===== src/hdl/pfrd_pkg.sv =====
// shared types and constants for the page frame store rectangle engine
// no dependencies; imported by every module of the block
package pfrd_pkg;

    // payload widths on the stream ports
    localparam int IN_DATA_W  = 40;
    localparam int IN_USER_W  = 2;
    localparam int OUT_DATA_W = 8;

    // widest column and page indexes over the supported geometry
    localparam int COL_MAX_W  = 8;
    localparam int PAGE_MAX_W = 4;

    // width of x + w and y + h sums
    localparam int COL_SUM_W  = 9;
    localparam int ROW_SUM_W  = 8;

    // command queue between front and engine
    localparam int QUEUE_DEPTH     = 2;
    localparam int OUTSTANDING_MAX = QUEUE_DEPTH + 2;

    // request kinds on the tuser field
    typedef enum logic [1:0] {
        REQ_CLEAR = 2'd0,
        REQ_DRAW  = 2'd1,
        REQ_READ  = 2'd2,
        REQ_NOP   = 2'd3
    } req_type_t;

    // drawing modes on the fill_mode field
    typedef enum logic [1:0] {
        DRAW_CLEAR   = 2'd0,
        DRAW_SET     = 2'd1,
        DRAW_OUTLINE = 2'd2
    } draw_mode_t;

    // classified operations handed to the engine
    typedef enum logic [1:0] {
        OP_NOP,
        OP_CLEAR,
        OP_DRAW,
        OP_READ
    } cmd_op_t;

    // engine sequencer states
    typedef enum logic [2:0] {
        ENG_SWEEP,
        ENG_IDLE,
        ENG_RUN,
        ENG_FLUSH,
        ENG_READ,
        ENG_DONE
    } eng_state_t;

    // one classified command; a read reuses page_first and x_first as its address
    typedef struct packed {
        cmd_op_t                 op;
        draw_mode_t              mode;
        logic [COL_MAX_W-1:0]    x_first;
        logic [COL_MAX_W-1:0]    x_last;
        logic                    right_on;
        logic [PAGE_MAX_W-1:0]   page_first;
        logic [PAGE_MAX_W-1:0]   page_last;
        logic [2:0]              lo_bit;
        logic [2:0]              hi_bit;
        logic                    bot_on;
    } cmd_t;

endpackage


===== src/hdl/pfrd_front.sv =====
// request front end: unpacks a request, clips the rectangle and classifies it
// depends on pfrd_pkg; feeds pfrd_cmd_queue
module pfrd_front
    import pfrd_pkg::*;
#(
    parameter int COLUMNS = 128,
    parameter int PAGES   = 8
)
(
    input  logic                 s_tvalid,
    output logic                 s_tready,
    input  logic [IN_DATA_W-1:0] s_tdata,
    input  logic [IN_USER_W-1:0] s_tuser,
    input  logic                 q_full,
    input  logic                 sweeping,
    output logic                 push,
    output cmd_t                 cmd
);

    localparam int ROWS = PAGES * 8;
    localparam logic [COL_SUM_W-1:0] COLS_V  = COL_SUM_W'(COLUMNS);
    localparam logic [ROW_SUM_W-1:0] ROWS_V  = ROW_SUM_W'(ROWS);
    localparam logic [4:0]           PAGES_V = 5'(PAGES);

    logic [6:0]           x0;
    logic [5:0]           y0;
    logic [7:0]           w;
    logic [6:0]           h;
    logic [1:0]           fm;
    logic [2:0]           rp;
    logic [6:0]           rc;
    logic [COL_SUM_W-1:0] xsum;
    logic [COL_SUM_W-1:0] x_end;
    logic [COL_SUM_W-1:0] x_last;
    logic [ROW_SUM_W-1:0] ysum;
    logic [ROW_SUM_W-1:0] y_end;
    logic [ROW_SUM_W-1:0] y_last;
    logic                 right_on;
    logic                 bot_on;
    logic                 empty_rect;
    logic                 read_ok;
    draw_mode_t           mode;

    // field unpack
    assign x0 = s_tdata[6:0];
    assign y0 = s_tdata[12:7];
    assign w  = s_tdata[20:13];
    assign h  = s_tdata[27:21];
    assign fm = s_tdata[29:28];
    assign rp = s_tdata[32:30];
    assign rc = s_tdata[39:33];

    // clip the rectangle to the screen
    assign xsum       = COL_SUM_W'(x0) + COL_SUM_W'(w);
    assign ysum       = ROW_SUM_W'(y0) + ROW_SUM_W'(h);
    assign right_on   = (xsum <= COLS_V);
    assign bot_on     = (ysum <= ROWS_V);
    assign x_end      = right_on ? xsum : COLS_V;
    assign y_end      = bot_on ? ysum : ROWS_V;
    assign x_last     = x_end - COL_SUM_W'(1);
    assign y_last     = y_end - ROW_SUM_W'(1);
    assign empty_rect = (w == 8'd0) || (h == 7'd0) ||
                        (COL_SUM_W'(x0) >= COLS_V) || (ROW_SUM_W'(y0) >= ROWS_V);

    // read address range check
    assign read_ok = (5'(rp) < PAGES_V) && (COL_SUM_W'(rc) < COLS_V);

    // mode decode, any unknown mode draws an outline
    always_comb
    begin
        case (fm)
            DRAW_CLEAR: mode = DRAW_CLEAR;
            DRAW_SET:   mode = DRAW_SET;
            default:    mode = DRAW_OUTLINE;
        endcase
    end

    // command build
    always_comb
    begin
        cmd            = '0;
        cmd.op         = OP_NOP;
        cmd.mode       = mode;
        cmd.x_first    = COL_MAX_W'(x0);
        cmd.x_last     = x_last[COL_MAX_W-1:0];
        cmd.right_on   = right_on;
        cmd.page_first = PAGE_MAX_W'(y0[5:3]);
        cmd.page_last  = y_last[ROW_SUM_W-2 -: PAGE_MAX_W];
        cmd.lo_bit     = y0[2:0];
        cmd.hi_bit     = y_last[2:0];
        cmd.bot_on     = bot_on;
        case (s_tuser)
            REQ_CLEAR: cmd.op = OP_CLEAR;
            REQ_DRAW:  cmd.op = empty_rect ? OP_NOP : OP_DRAW;
            REQ_READ:
            begin
                cmd.op         = read_ok ? OP_READ : OP_NOP;
                cmd.page_first = PAGE_MAX_W'(rp);
                cmd.x_first    = COL_MAX_W'(rc);
            end
            default:   cmd.op = OP_NOP;
        endcase
    end

    // handshake
    assign s_tready = !q_full && !sweeping;
    assign push     = s_tvalid && s_tready;

endmodule


===== config.mk =====
export PLATFORM = sky130hd
export DESIGN_NAME = pfrd_front
export DESIGN_NICKNAME = d
export VERILOG_FILES = /design/src/hdl/pfrd_pkg.sv /design/src/hdl/pfrd_front.sv
export SDC_FILE = /design/constraint.sdc
export NUM_CORES = 1
export LEC_CHECK = 0
export BUFFER_PORTS_ARGS = -buffer_cell sky130_fd_sc_hd__buf_2
export CORE_MARGIN = 4
export CORE_UTILIZATION = 40
export DETAILED_ROUTE_END_ITERATION = 7
export PLACE_DENSITY = 0.81
export SLEW_MARGIN = 5
export SYNTH_ARGS = -nofsm -noshare
export SYNTH_HDL_FRONTEND = slang
export SYNTH_SLANG_ARGS = --single-unit

===== constraint.sdc =====
create_clock -name vclk -period 3.3
set_input_delay 0.33 -clock vclk [all_inputs]
set_output_delay 0.33 -clock vclk [all_outputs]
set_load 0.01 [all_outputs]

==> metrics.md <==
| Metric | Value |
|---|---|
| FF+latch count | `0` |
| Leak pwr | `0.942 nW` |
| Drt total wl | `3860 um` |
| Pre-antenna DRT Iters | `4` |
| Register area | `0 um^2` |
| Area grow syn2layout | `54.0%` |
| Die H | `63.3 um` |
| CP startpoint kind | `input port` |
| GRT Util Overall | `0.168` |
| ANT nets after route | `0` |
| Gr ovfl total | `0` |
| Post-DP Area | `1700 um^2` |
| Critical path endpoint category | `output port` |
| Worst-path fanout max | `5` |
| Detailed Route Iter0 Violations | `13` |
| Post-synthesis cell type count | `49` |
| Hold Crit Class | `in -> out` |
| Final Max Tran Viols | `0` |
| RSZ-0062 raised after global routing | `yes` |
| Post-route minimum period | `3210 ps` |
| Die W | `63.3 um` |
| Final core utilization | `0.665` |
| Nets | `316` |
| Worst Tran Pin Value | `973 ps` |
| Vias per cell | `5.33` |
| Final number of setup-violating endpoints | `0` |
| Seq/Total Area, Yosys | `0` |
| Clock buffer cells | `0` |
| Drc violations | `0` |
| TNS Setup | `0 ps` |
| CP delay by family, top | `simple AND/OR/NAND/NOR gates` |
| Largest net degree at the start of global routing | `12` |
| Setup CP Type | `in -> out` |
| Core Region | `2830 um^2` |
| Port-buffer cells | `81` |
| Cell mode on critical path | `ha_4` |
| Worst Path Buf+Inv | `3` |
| Syn_area_per_cell | `7.68 um^2` |
| Fmax | `0.311 GHz` |
| Mapped cell area | `1220 um^2` |
| Initial core utilization | `0.432` |
| Commonest non-fill, non-tap cell in the layout | `buf_2` |
| Status | `finished clean` |
| Final period utilization | `0.974` |
| Number of global-route vias before repair | `1399` |
| Antenna Cells | `0` |
| Hold-fix buffers at CTS | `0` |
| Routed len/inst | `13.6 um` |
| Dpl hpwl | `3170 um` |
| Yosys synthesis warning count | `0` |
| First-pass GRT wire length | `5910 um` |
| IR drop worst, VDD | `119 uV` |
| Pwr Density | `253 nW/um^2` |
| Cells along the critical path | `buf_8, ha_4, fa_2, a211oi_2, buf_4, or4b_4, nand3_2, or3b_4, a21oi_4, nand2_2, ha_4, nand4_1, mux2_4, o221ai_2, buf_2` |
| Synthesized instance count | `159` |
| I/O pins | `83` |
| DIE AREA | `4000 um^2` |
| Initial antenna violation count | `0` |
| Max stage delay on crit path | `440 ps` |
| Required @ worst endpoint | `2970 ps` |
| Slew Limit Headroom | `0.350` |
| Max cap viols | `0` |
| Routed vias | `1509` |
| RePlAce Congestion | `0.848` |
| Site row count | `19` |
| Layout cells sized above 1 | `0.556` |
| Worst path slowest cell | `or3b_4` |
| Critical path arrival | `2880 ps` |
| Commonest non-fill, non-tap cells in the layout | `79 x buf_2, 19 x buf_4, 11 x ha_1` |
| Final hold vios | `0` |
| Finished Cell Area | `1880 um^2` |
## cell usage after synthesis (all sizes together) (2+ instances only)
| library cell | number | share of area |
|---|---|---|
| a211oi | 5 | 0.039 |
| a21boi | 2 | 0.012 |
| a21o | 3 | 0.018 |
| a21oi | 6 | 0.034 |
| a22oi | 2 | 0.012 |
| a2bb2oi | 2 | 0.014 |
| and2 | 2 | 0.010 |
| and3 | 3 | 0.016 |
| and3b | 2 | 0.014 |
| buf | 8 | 0.046 |
| fa | 2 | 0.033 |
| ha | 15 | 0.15 |
| inv | 7 | 0.022 |
| mux2 | 11 | 0.10 |
| mux2i | 4 | 0.033 |
| nand2 | 12 | 0.037 |
| nand2b | 2 | 0.010 |
| nand3 | 4 | 0.016 |
| nand3b | 2 | 0.012 |
| nor2 | 11 | 0.034 |
| nor2b | 5 | 0.026 |
| nor3 | 5 | 0.020 |
| nor4 | 3 | 0.015 |
| o211ai | 2 | 0.016 |
| o21a | 2 | 0.012 |
| o21ai | 8 | 0.033 |
| xnor2 | 8 | 0.057 |
| xor2 | 5 | 0.036 |
## per-layer routing
metal / global-route usage / up-vias / share of wire
met5: 0 / - / 0
met4: 0 / 0 / 0.0044
met3: 0.0178 / 2 / 0.062
met2: 0.321 / 49 / 0.51
met1: 0.213 / 687 / 0.42
li1: - / 771 / -
## power breakdown
| part | internal, W | total [W] | switching, W |
|---|---|---|---|
| registers | 0 | 0 | 0 |
| clock network | 0 | 0 | 0 |
| logic | 0.000243 | 0.000476 | 0.000234 |
## cell families (layout without fill, tap and decap cells)
| group | Yosys count | in the layout | synth area share |
|---|---|---|---|
| AOI/OAI and AO/OA | 38 | 38 | 0.242 |
| and+or+nand+nor | 59 | 59 | 0.270 |
| adders and majority gates | 17 | 17 | 0.186 |
| other | 1 | 2 | 0.00307 |
| muxes | 15 | 15 | 0.134 |
| buffers and inverters | 16 | 108 | 0.0707 |
| xor gates and xnor gates | 13 | 13 | 0.0932 |
## layout make-up
| type | count | area (um^2) |
|---|---|---|
| multi-input cells | 144 | 1240 |
| fillers | 258 | 948 |
| repair buffers | 101 | 576 |
| well taps | 31 | 38.8 |
| inverters | 7 | 28.8 |
## path summary, 6_finish.rpt
path	from	endpoint	slack (ps)	cells past startpoint
setup / recovery	s_tdata[13]	cmd[22]	90	15
hold / removal	s_tdata[29]	cmd[33]	860	2
## what timing repair did
| action | in CTS | in global routing |
|---|---|---|
| cloned | 0 | 0 |
| setup buffers | 4 | 4 |
| setup endpoints to repair | 3 | 6 |
| gates resized for setup | 6 | 24 |
| pin swaps | 8 | 16 |
## metrics by stage
step	setup WS [ps]	instances	hold WS (ps)	power, W
finish	87.0	283	863	0.000476
global route	-63.5	283	875	0.000526
CTS	2.32	279	864	0.000443
detailed placement	-208	275	863	0.000421
global placement	-111	275	860	0.000416
floorplan	16.4	160	706	0.000274
Power figures use the tool's default switching activity.
