<file path="src/hdl/pfrd_pkg.sv">
// shared types and constants for the page frame store rectangle engine
// no dependencies; imported by every module of the block
package pfrd_pkg;

    // payload widths on the stream ports
    localparam int IN_DATA_W  = 40;
    localparam int IN_USER_W  = 2;
    localparam int OUT_DATA_W = 8;

    // widest column and page indexes over the supported geometry
    localparam int COL_MAX_W  = 8;
    localparam int PAGE_MAX_W = 4;

    // width of x + w and y + h sums
    localparam int COL_SUM_W  = 9;
    localparam int ROW_SUM_W  = 8;

    // command queue between front and engine
    localparam int QUEUE_DEPTH     = 2;
    localparam int OUTSTANDING_MAX = QUEUE_DEPTH + 2;

    // request kinds on the tuser field
    typedef enum logic [1:0] {
        REQ_CLEAR = 2'd0,
        REQ_DRAW  = 2'd1,
        REQ_READ  = 2'd2,
        REQ_NOP   = 2'd3
    } req_type_t;

    // drawing modes on the fill_mode field
    typedef enum logic [1:0] {
        DRAW_CLEAR   = 2'd0,
        DRAW_SET     = 2'd1,
        DRAW_OUTLINE = 2'd2
    } draw_mode_t;

    // classified operations handed to the engine
    typedef enum logic [1:0] {
        OP_NOP,
        OP_CLEAR,
        OP_DRAW,
        OP_READ
    } cmd_op_t;

    // engine sequencer states
    typedef enum logic [2:0] {
        ENG_SWEEP,
        ENG_IDLE,
        ENG_RUN,
        ENG_FLUSH,
        ENG_READ,
        ENG_DONE
    } eng_state_t;

    // one classified command; a read reuses page_first and x_first as its address
    typedef struct packed {
        cmd_op_t                 op;
        draw_mode_t              mode;
        logic [COL_MAX_W-1:0]    x_first;
        logic [COL_MAX_W-1:0]    x_last;
        logic                    right_on;
        logic [PAGE_MAX_W-1:0]   page_first;
        logic [PAGE_MAX_W-1:0]   page_last;
        logic [2:0]              lo_bit;
        logic [2:0]              hi_bit;
        logic                    bot_on;
    } cmd_t;

endpackage

</file>
<file path="src/hdl/pfrd_cmd_queue.sv">
// short command queue between the front end and the drawing engine
// depends on pfrd_pkg for cmd_t and the queue depth
module pfrd_cmd_queue
    import pfrd_pkg::*;
(
    input  logic clk,
    input  logic rst_n,
    input  logic push,
    input  cmd_t cmd_in,
    input  logic pop,
    output cmd_t cmd_out,
    output logic full,
    output logic empty
);

    localparam int PTR_W = (QUEUE_DEPTH > 1) ? $clog2(QUEUE_DEPTH) : 1;
    localparam int CNT_W = $clog2(QUEUE_DEPTH + 1);
    localparam logic [PTR_W-1:0] PTR_LAST = PTR_W'(QUEUE_DEPTH - 1);

    cmd_t             slot_reg [QUEUE_DEPTH];
    logic [PTR_W-1:0] wr_ptr_reg, wr_ptr_next;
    logic [PTR_W-1:0] rd_ptr_reg, rd_ptr_next;
    logic [CNT_W-1:0] count_reg, count_next;

    assign full    = (count_reg == CNT_W'(QUEUE_DEPTH));
    assign empty   = (count_reg == '0);
    assign cmd_out = slot_reg[rd_ptr_reg];

    // pointer and fill count update
    always_comb
    begin
        wr_ptr_next = wr_ptr_reg;
        rd_ptr_next = rd_ptr_reg;
        count_next  = count_reg;
        if (push)
        begin
            wr_ptr_next = (wr_ptr_reg == PTR_LAST) ? '0 : wr_ptr_reg + PTR_W'(1);
        end
        if (pop)
        begin
            rd_ptr_next = (rd_ptr_reg == PTR_LAST) ? '0 : rd_ptr_reg + PTR_W'(1);
        end
        if (push && !pop)
        begin
            count_next = count_reg + CNT_W'(1);
        end
        else if (pop && !push)
        begin
            count_next = count_reg - CNT_W'(1);
        end
    end

    always_ff @(posedge clk or negedge rst_n)
    begin
        if (!rst_n)
        begin
            wr_ptr_reg <= '0;
            rd_ptr_reg <= '0;
            count_reg  <= '0;
        end
        else
        begin
            wr_ptr_reg <= wr_ptr_next;
            rd_ptr_reg <= rd_ptr_next;
            count_reg  <= count_next;
        end
    end

    // slot storage
    always_ff @(posedge clk)
    begin
        if (push)
        begin
            slot_reg[wr_ptr_reg] <= cmd_in;
        end
    end

endmodule

</file>
<file path="config.mk">
export PLATFORM = sky130hd
export DESIGN_NAME = pfrd_cmd_queue
export DESIGN_NICKNAME = d
export VERILOG_FILES = /design/src/hdl/pfrd_pkg.sv /design/src/hdl/pfrd_cmd_queue.sv
export SDC_FILE = /design/constraint.sdc
export NUM_CORES = 1
export LEC_CHECK = 0
export BUFFER_PORTS_ARGS = -buffer_cell sky130_fd_sc_hd__buf_2
export CAP_MARGIN = 10
export CORE_ASPECT_RATIO = 0.75
export CORE_MARGIN = 3
export CORE_UTILIZATION = 39
export CTS_CLUSTER_SIZE = 25
export DETAILED_ROUTE_END_ITERATION = 10
export GPL_TIMING_DRIVEN = 0
export SYNTH_ARGS = -nofsm -noshare
export SYNTH_HDL_FRONTEND = slang
export SYNTH_SLANG_ARGS = --single-unit
export TNS_END_PERCENT = 10
</file>
<file path="constraint.sdc">
create_clock -name clk -period 3.6 [get_ports clk]
set_clock_uncertainty 0.05 [all_clocks]
set_input_delay 0.72 -clock clk [delete_from_list [all_inputs] [get_ports clk]]
set_output_delay 0.72 -clock clk [all_outputs]
set_load 0.02 [all_outputs]
</file>
==> results of run 1 <==
[metrics by stage]
stage / cell area [um^2] / utilization
finish: 3670 / 0.520
global route: 3670 / 0.520
CTS: 3670 / 0.520
detailed placement: 3480 / 0.493
global placement: 3440 / 0.488
floorplan: 2930 / -
[cells by family after synthesis]
| group | after synthesis | share of synthesized area |
|---|---|---|
| xor gates and xnor gates | 5 | 0.0149 |
| adders and majority gates | 1 | 0.00426 |
| buffers and inverters | 5 | 0.0256 |
| and+or+nand+nor | 5 | 0.00896 |
| DFF | 76 | 0.771 |
| muxes | 36 | 0.175 |
[path summary, 6_finish.rpt]
kind                         startpoint         endpoint  slack [ns]  cells past startpoint
max                          rd_ptr_reg      cmd_out[29]        1.33                      4
min                               rst_n     count_reg[0]        0.13                      1
max reg2reg                  wr_ptr_reg  slot_reg[1][27]        1.97                      1
min reg2reg                count_reg[1]     count_reg[1]        0.45                      1
max in group asynchronous         rst_n     count_reg[1]        3.24                      1
min in group clk           count_reg[1]     count_reg[1]        0.45                      1
[critical path, cell delays in order (launching register included)]
cell	delay, ns
dfrtp_1	0.35
buf_6	0.18
buf_12	0.17
mux2_4	0.31
buf_2	0.16
[layer usage]
layer,global-route usage,wire [um],vias up
met1,0.133,2020,646
met4,0.0427,36,0
met2,0.174,2130,56
li1,-,-,674
met5,0,0,-
met3,0.0643,441,7
[final cells by class]
type                       count  area share
timing repair buffer          78       0.113
clock buffer                   9      0.0338
buffer                         4      0.0194
tap                           98      0.0334
clock inverter                 7      0.0184
inverter                       1     0.00102
sequential                    76       0.616
multi-input combinational     47       0.165
[power breakdown]
group / internal [uW] / switching [uW] / total [uW]
sequential: 1180 / 53.7 / 1230
clock: 316 / 295 / 611
combinational: 517 / 585 / 1100
total: 2010 / 934 / 2940
[Yosys cell counts]
library cell	number
and2_1	1
edfxtp_1	72
inv_1	1
dfrtp_1	4
buf_12	3
ha_1	1
xor2_1	4
xnor2_1	1
buf_6	1
nor2_1	2
nor2b_1	2
mux2_4	29
mux2_2	7
==> results.sh, run 1 <==
export IMPL_status="finished, final reports clean"
export IMPL_drtIter0Drc=29
export IMPL_syn_avg_cell_area_um2=22.9
export IMPL_cts_setup_buffers=0
export IMPL_worst_ep_required_time_ns=2.83
export IMPL_rows=26
export IMPL_detail_route_antenna_nets=0
export IMPL_period_share=0.631
export IMPL_synth_top_cell_area_share=0.737
export IMPL_die_x_um=106
export IMPL_dp_cells=304
export IMPL_max_freq_mhz=440
export IMPL_dpl_hpwl_mm=2.98
export IMPL_p_leak_uw=0.00148
export IMPL_slew_viol_final=0
export IMPL_syn_cell_area_mm2=0.00293
export IMPL_largest_reg_flops=72
export IMPL_clockBufferDepth=2
export IMPL_grt_max_degree=37
export IMPL_tightest_slew_ns=0.907
export IMPL_drc=0
export IMPL_synthCells=128
export IMPL_hp_class="in -> async"
export IMPL_critPathCaptureType="output pin"
export IMPL_antenna_found_initial=0
export IMPL_firstDrtPassIters=4
export IMPL_cts_buffers=9
export IMPL_regArea_mm2=0.00226
export IMPL_drive_above_1_share=0.608
export IMPL_cts_sinks=76
export IMPL_peakVddDrop_uv=406
export IMPL_whs_ns=0.130
export IMPL_yosysWarnings=0
export IMPL_start_util=0.416
export IMPL_routedWlPerCell_um=14.5
export IMPL_pre_cts_slack_ns=1.49
export IMPL_cts_resized=0
export IMPL_via_per_inst=4.32
export IMPL_place_congestion=0.641
export IMPL_crit_path_start_kind="register"
export IMPL_htree_levels=3
export IMPL_final_common_cell="buf_2"
export IMPL_cts_tree="yes"
export IMPL_ys_seq_area_frac=0.771
export IMPL_fin_setup_tns_ns=0
export IMPL_synth_nets=169
export IMPL_syn2layout_area_growth_pct=25.1
export IMPL_synth_top_cells_by_area="edfxtp_1 74%, mux2_4 15%, dfrtp_1 3.4%"
export IMPL_setup_viol=0
export IMPL_insertedDiodeCount=0
export IMPL_p_total_uw=2940
export IMPL_io_pins=78
export IMPL_core_area_mm2=0.00706
export IMPL_arrival_ns=1.50
export IMPL_timing_final_ws_setup_ns=1.33
export IMPL_p_per_area_mw_per_mm2=802
export IMPL_postCtsHoldBufs=0
export IMPL_drt_wl_total_mm=4.63
export IMPL_synth_cell_types=13
export IMPL_cts_clk_slew_worst_paths_ns=0.08
export IMPL_ys_ff_latch=76
export IMPL_period_needed_ns=2.27
export IMPL_fillers=587
export IMPL_grt_pass1_vias=1435
export IMPL_port_buffer_count=77
export IMPL_rsz0062_at_grt="no"
export IMPL_stdcell_count=320
export IMPL_max_cap_violations=0
export IMPL_die_area_mm2=0.00861
export IMPL_mostFrequentLayoutCells="77 x buf_2, 72 x edfxtp_1, 29 x mux2_4, 9 x clkbuf_8, 7 x mux2_2"
export IMPL_overflow=0
export IMPL_synth_top_area_cell="edfxtp_1"
export IMPL_die_h_um=81.1
export IMPL_hold_violations=0
export IMPL_multiInputGateArea_um2=606
export IMPL_clkLatencyLatePin_ns=0.33
export IMPL_slew_headroom=0.395
export IMPL_fin_nets=258
export IMPL_cts_root_buf="clkbuf_8"
export IMPL_crit_fanout=10
export IMPL_grt_usage=0.113
export IMPL_grt_pass1_wl_mm=7.05
export IMPL_via_count=1383
export IMPL_worstSetupPathType="reg -> out"
Power figures use the tool's default switching activity.
==> run 2, diff against run 1 <==
- ABC_AREA: default -> 1
- clock period: 3.6 -> 2 ns (I/O delays scaled with it)
==> run 2 against run 1 <==
Against the previous run: first-iteration DRC count up 3.4%; cell count rose by 3.4%; die area up 0.64%; critical path type unchanged; critical endpoint is now cmd_out[13]; largest power group unchanged.
==> results.sh, run 2 <==
export IMPL_yosysMostFrequentCell="edfxtp_1"
export IMPL_dp_cells=313
export IMPL_fin_area_mm2=0.00378
export IMPL_port_buffer_count=77
export IMPL_start_util=0.418
export IMPL_place_congestion=0.689
export IMPL_max_freq_mhz=518
export IMPL_drt_wl_total_mm=4.81
export IMPL_rows=26
export IMPL_synth_nets=178
export IMPL_ys_seq_area_frac=0.766
export IMPL_synth_top_cell_area_share=0.732
export IMPL_clkLatencyLatePin_ns=0.33
export IMPL_critPathCaptureType="output pin"
export IMPL_fin_nets=270
export IMPL_largest_reg_flops=72
export IMPL_grt_pass1_wl_mm=7.61
export IMPL_final_common_cell="buf_2"
export IMPL_period_share=0.965
export IMPL_peakVddDrop_uv=724
export IMPL_worst_ep_required_time_ns=1.55
export IMPL_cts_tree="yes"
export IMPL_timing_final_ws_setup_ns=0.0705
export IMPL_io_pins=78
export IMPL_dpl_hpwl_mm=3.22
export IMPL_insertedDiodeCount=0
export IMPL_core_area_mm2=0.00706
export IMPL_drtIter0Drc=30
export IMPL_synth_cell_types=14
export IMPL_synth_top_cells_by_area="edfxtp_1 73%, mux2_4 15%, dfrtp_1 3.4%"
export IMPL_cts_buffers=9
export IMPL_ys_ff_latch=76
export IMPL_clockBufferDepth=2
export IMPL_fillers=582
export IMPL_synth_edff_count=72
export IMPL_p_total_uw=5730
export IMPL_via_count=1513
export IMPL_syn_avg_cell_area_um2=21.6
export IMPL_die_h_um=81.4
export IMPL_p_per_area_mw_per_mm2=1510
export IMPL_mostFrequentLayoutCells="77 x buf_2, 72 x edfxtp_1, 29 x mux2_4, 9 x clkbuf_8, 7 x mux2_2"
export IMPL_multiInputGateArea_um2=602
export IMPL_routedWlPerCell_um=14.5
export IMPL_synth_ff_type="edfxtp_1"
export IMPL_hp_class="in -> reg"
export IMPL_slew_headroom=0.452
export IMPL_crit_fanout=10
export IMPL_rsz0062_at_grt="no"
export IMPL_die_area_mm2=0.00867
export IMPL_period_needed_ns=1.93
export IMPL_synth_top_area_cell="edfxtp_1"
export IMPL_syn_cell_area_mm2=0.00295
export IMPL_cts_clk_slew_worst_paths_ns=0.08
export IMPL_antenna_found_initial=1
export IMPL_grt_usage=0.119
export IMPL_synthTopCellsByCount="72 x edfxtp_1, 29 x mux2_4, 7 x inv_1, 7 x mux2_2, 5 x nand2_1"
export IMPL_die_x_um=106
export IMPL_grt_pass1_vias=1516
export IMPL_worstSetupPathType="reg -> out"
export IMPL_crit_path_start_kind="register"
export IMPL_tightest_slew_ns=0.821
export IMPL_htree_levels=3
export IMPL_regArea_mm2=0.00226
export IMPL_yosysWarnings=0
export IMPL_overflow=0
export IMPL_drc=0
export IMPL_p_leak_uw=0.00156
export IMPL_dpl_cell_area_mm2=0.00349
export IMPL_cts_sinks=76
export IMPL_syn2layout_area_growth_pct=28.0
export IMPL_slew_viol_final=0
export IMPL_synthCells=137
export IMPL_detail_route_antenna_nets=0
export IMPL_setup_viol=0
export IMPL_max_cap_violations=0
export IMPL_arrival_ns=1.48
export IMPL_pre_cts_slack_ns=0.286
export IMPL_via_per_inst=4.57
export IMPL_cts_root_buf="clkbuf_8"
export IMPL_drive_above_1_share=0.579
export IMPL_async_flop_share=0.0526
export IMPL_stdcell_count=331
export IMPL_hold_violations=0
export IMPL_whs_ns=0.195
export IMPL_grt_max_degree=37
export IMPL_status="finished, final reports clean"
export IMPL_firstDrtPassIters=4
[run 2: changes by cell type in the layout (fill, tap and decap cells not counted), sizes merged, moves of 2 or more]
cell      delta
inv          +6
bufinv       +3
clkinvlp     -2
nand2        +5
xor2         -2
buf          +2
clkinv       -2
nor2b        -2
[run 2: cell type report]
| cell class | count | area share |
|---|---|---|
| timing repair buffer | 81 | 0.117 |
| tap | 98 | 0.0324 |
| multi-input combinational | 50 | 0.159 |
| buffer | 4 | 0.0198 |
| clock inverter | 6 | 0.0337 |
| sequential | 76 | 0.598 |
| inverter | 7 | 0.00695 |
| clock buffer | 9 | 0.0327 |
[run 2: layer usage]
layer	track usage	vias to the layer above	part of all wire
met5	0	-	0.0015
met4	0.0345	2	0.0083
met3	0.0635	8	0.088
met2	0.191	59	0.47
met1	0.140	740	0.44
li1	-	704	-
[run 2: worst max-delay path: stages, from the launching register on]
cell	delay, ns
dfrtp_1	0.39
buf_8	0.14
buf_12	0.15
mux2_4	0.30
buf_2	0.16
[run 2: repair_timing]
action                     4_1_cts  5_1_grt
gates resized for setup          0        1
setup buffers                    0        2
hold endpoints to repair         4        0
setup endpoints to repair        0       13
hold buffers                     1        0
[run 2: where the power goes]
group | switching (uW) | internal (uW) | leakage [uW] | total (uW)
clock | 518 | 940 | 0.000124 | 1460
combinational | 1070 | 979 | 0.000709 | 2050
sequential | 100 | 2120 | 0.000723 | 2220
[run 2: worst paths after layout]
kind                         startpoint         endpoint  slack (ns)  depth (start not counted)
min                          cmd_in[10]  slot_reg[1][10]        0.19                          1
min reg2reg                count_reg[1]     count_reg[1]        0.45                          2
max reg2reg                  wr_ptr_reg  slot_reg[1][15]        0.44                          2
max                          rd_ptr_reg      cmd_out[13]        0.07                          4
max in group asynchronous         rst_n       wr_ptr_reg        1.43                          2
min in group asynchronous         rst_n       rd_ptr_reg        0.34                          2
[run 2: kinds of logic (layout without fill, tap and decap cells)]
logic type | after synthesis | after routing | synth area share
flip-flops | 76 | 76 | 0.766
AND/OR/NAND/NOR | 10 | 10 | 0.0140
XOR/XNOR | 3 | 3 | 0.00890
buffers and inverters | 11 | 107 | 0.0330
multiplexers | 36 | 36 | 0.174
adder cells (fa/ha/maj) | 1 | 1 | 0.00423
[run 2: stage by stage]
stage	utilization	setup TNS [ns]
after floorplan	-	0
after global placement	0.491	-28.40
after detailed placement	0.494	0
after CTS	0.531	0
after global routing	0.536	0
final	0.536	0
==> run 3, diff against run 2 <==
- BUFFER_PORTS_ARGS: -buffer_cell sky130_fd_sc_hd__buf_2 -> default
- DONT_BUFFER_PORTS: default -> 1
==> run 3 against run 2 <==
Against the previous run: die area stayed put; cell count is 23% lower; global-route usage is 0.34 points lower; flip-flop and latch count stayed put; via count is 21% lower; largest cell class unchanged; largest power group unchanged; highest routed layer is now met4.
==> results.sh, run 3 (synthesized netlist as in run 2, its figures left out) <==
export IMPL_slew_headroom=0.483
export IMPL_clockBufferDepth=2
export IMPL_crit_fanout=10
export IMPL_r2r_end="slot_reg[1][26]"
export IMPL_hp_class="in -> reg"
export IMPL_drc=0
export IMPL_cts_resized=0
export IMPL_clkLatencyLatePin_ns=0.34
export IMPL_peakVddDrop_uv=882
export IMPL_rsz0062_at_grt="no"
export IMPL_status="finished, final reports clean"
export IMPL_die_area_mm2=0.00867
export IMPL_slowest_stage="dfrtp_1"
export IMPL_fin_nets=192
export IMPL_tightest_slew_ns=0.774
export IMPL_via_count=1200
export IMPL_period_share=0.911
export IMPL_cts_buffers=9
export IMPL_hold_start="pop"
export IMPL_fin_area_mm2=0.00334
export IMPL_max_cap_violations=0
export IMPL_worstSetupPathType="reg -> out"
export IMPL_timing_rr_start="wr_ptr_reg"
export IMPL_drt_wl_total_mm=4.66
export IMPL_dpl_cell_area_mm2=0.00314
export IMPL_start_util=0.418
export IMPL_insertedDiodeCount=0
export IMPL_period_needed_ns=1.82
export IMPL_cts_clk_slew_worst_paths_ns=0.07
export IMPL_rr_worst_depth=3
export IMPL_setup_viol=0
export IMPL_fillers=597
export IMPL_die_h_um=81.4
export IMPL_hold_path_end="rd_ptr_reg"
export IMPL_cts_sinks=76
export IMPL_worst_path_largest_cell_delay_ns=0.37
export IMPL_rows=26
export IMPL_grt_pass1_wl_mm=7.04
export IMPL_crit_family="flip-flops"
export IMPL_max_freq_mhz=549
export IMPL_p_leak_uw=0.00122
export IMPL_grt_max_degree=21
export IMPL_arrival_ns=1.37
export IMPL_place_congestion=0.635
export IMPL_dpl_hpwl_mm=3.36
export IMPL_mostFrequentLayoutCells="72 x edfxtp_1, 29 x mux2_4, 10 x clkbuf_8, 7 x inv_1, 7 x mux2_2"
export IMPL_slew_viol_final=0
export IMPL_p_seq_frac=0.438
export IMPL_timing_final_ws_setup_ns=0.178
export IMPL_antenna_found_initial=0
export IMPL_via_per_inst=4.72
export IMPL_syn2layout_area_growth_pct=13.2
export IMPL_drtIter0Drc=30
export IMPL_cts_tree="yes"
export IMPL_detail_route_antenna_nets=0
export IMPL_combPwrFrac=0.342
export IMPL_crit_buf_inv=2
export IMPL_p_per_area_mw_per_mm2=1520
export IMPL_grt_usage=0.115
export IMPL_die_x_um=106
export IMPL_rrSetupSlack_ns=0.33
export IMPL_worst_ep_required_time_ns=1.55
export IMPL_min_path_cells=1
export IMPL_port_buffer_count=0
export IMPL_cts_root_buf="clkbuf_8"
export IMPL_p_int_uw=3470
export IMPL_power_switching_uw=1610
export IMPL_grt_pass1_vias=1294
export IMPL_final_common_cell="edfxtp_1"
export IMPL_crit_chain="buf_6 > buf_12 > mux2_4"
export IMPL_pre_cts_slack_ns=0.304
export IMPL_hold_violations=0
export IMPL_core_area_mm2=0.00706
export IMPL_largest_reg_flops=72
export IMPL_firstDrtPassIters=4
export IMPL_critPathCaptureType="output pin"
export IMPL_io_pins=78
export IMPL_p_sw_frac=0.317
export IMPL_overflow=0
export IMPL_crit_path_start_kind="register"
export IMPL_routedWlPerCell_um=18.4
export IMPL_drive_above_1_share=0.365
export IMPL_htree_levels=3
export IMPL_clockPowerShare=0.221
==> run 3: cell types whose count changed in the layout (fill, tap and decap cells not counted), sizes merged <==
cell | previous run | this run
buf | 84 | 6
bufinv | 4 | 1
clkinv | 2 | 1
clkinvlp | 0 | 2
clkbuf | 9 | 12
==> run 3: worst max-delay path by stage <==
stage,end,from,cells past startpoint,slack [ns]
after global routing,cmd_out[6],rd_ptr_reg,3,0.11
after floorplan,slot_reg[0][0],push,2,0.18
final,cmd_out[33],rd_ptr_reg,3,0.18
after detailed placement,slot_reg[1][17],wr_ptr_reg,3,0.30
after global placement,slot_reg[0][17],wr_ptr_reg,1,-0.26
after CTS,cmd_out[33],rd_ptr_reg,3,0.14
==> run 3: per-layer routing <==
layer	vias up	GRT usage	share of wire
met5	-	0	0
met4	0	0.0460	0.016
met1	584	0.113	0.37
met3	12	0.0826	0.12
met2	58	0.191	0.49
li1	546	-	-
==> run 3: area by class of cell <==
| cell class | count | area [um^2] | share of cell area |
|---|---|---|---|
| Tap cell | 98 | 123 | 0.0367 |
| Sequential cell | 76 | 2260 | 0.676 |
| Clock inverter | 4 | 50.0 | 0.0150 |
| Inverter | 7 | 26.3 | 0.00786 |
| Timing Repair Buffer | 3 | 65.1 | 0.0195 |
| Clock buffer | 12 | 145 | 0.0434 |
| Multi-Input combinational cell | 50 | 602 | 0.180 |
| Buffer | 4 | 71.3 | 0.0213 |
==> run 3: timing repair <==
| action | 4_1_cts | 5_1_grt |
|---|---|---|
| endpoints found under the setup margin | 0 | 0 |
| setup buffers | 0 | 0 |
| hold buffers | 1 | 0 |
| endpoints found under the hold margin | 4 | 0 |
==> run 3: per-stage QoR <==
step                      setup TNS [ns]  hold slack [ns]  std cells  utilization  power [uW]
final                                  0           0.0891        254        0.474        5080
after detailed placement               0           0.0545        237        0.445        4040
after global routing                   0           0.0602        254        0.474        5320
after floorplan                        0           0.0544        137            -        3710
after global placement             -9.15           0.0545        235        0.436        3910
after CTS                              0           0.0670        254        0.474        5170
==> run 3: power groups by stage <==
| stage | clock network [uW] | logic, uW | registers, uW |
|---|---|---|---|
| finish | 1120 | 1740 | 2220 |
| CTS | 1160 | 1780 | 2230 |
| floorplan | 0 | 1480 | 2230 |
| detailed placement | 0 | 1770 | 2260 |
| global placement | 0 | 1660 | 2250 |
| global route | 1230 | 1840 | 2250 |
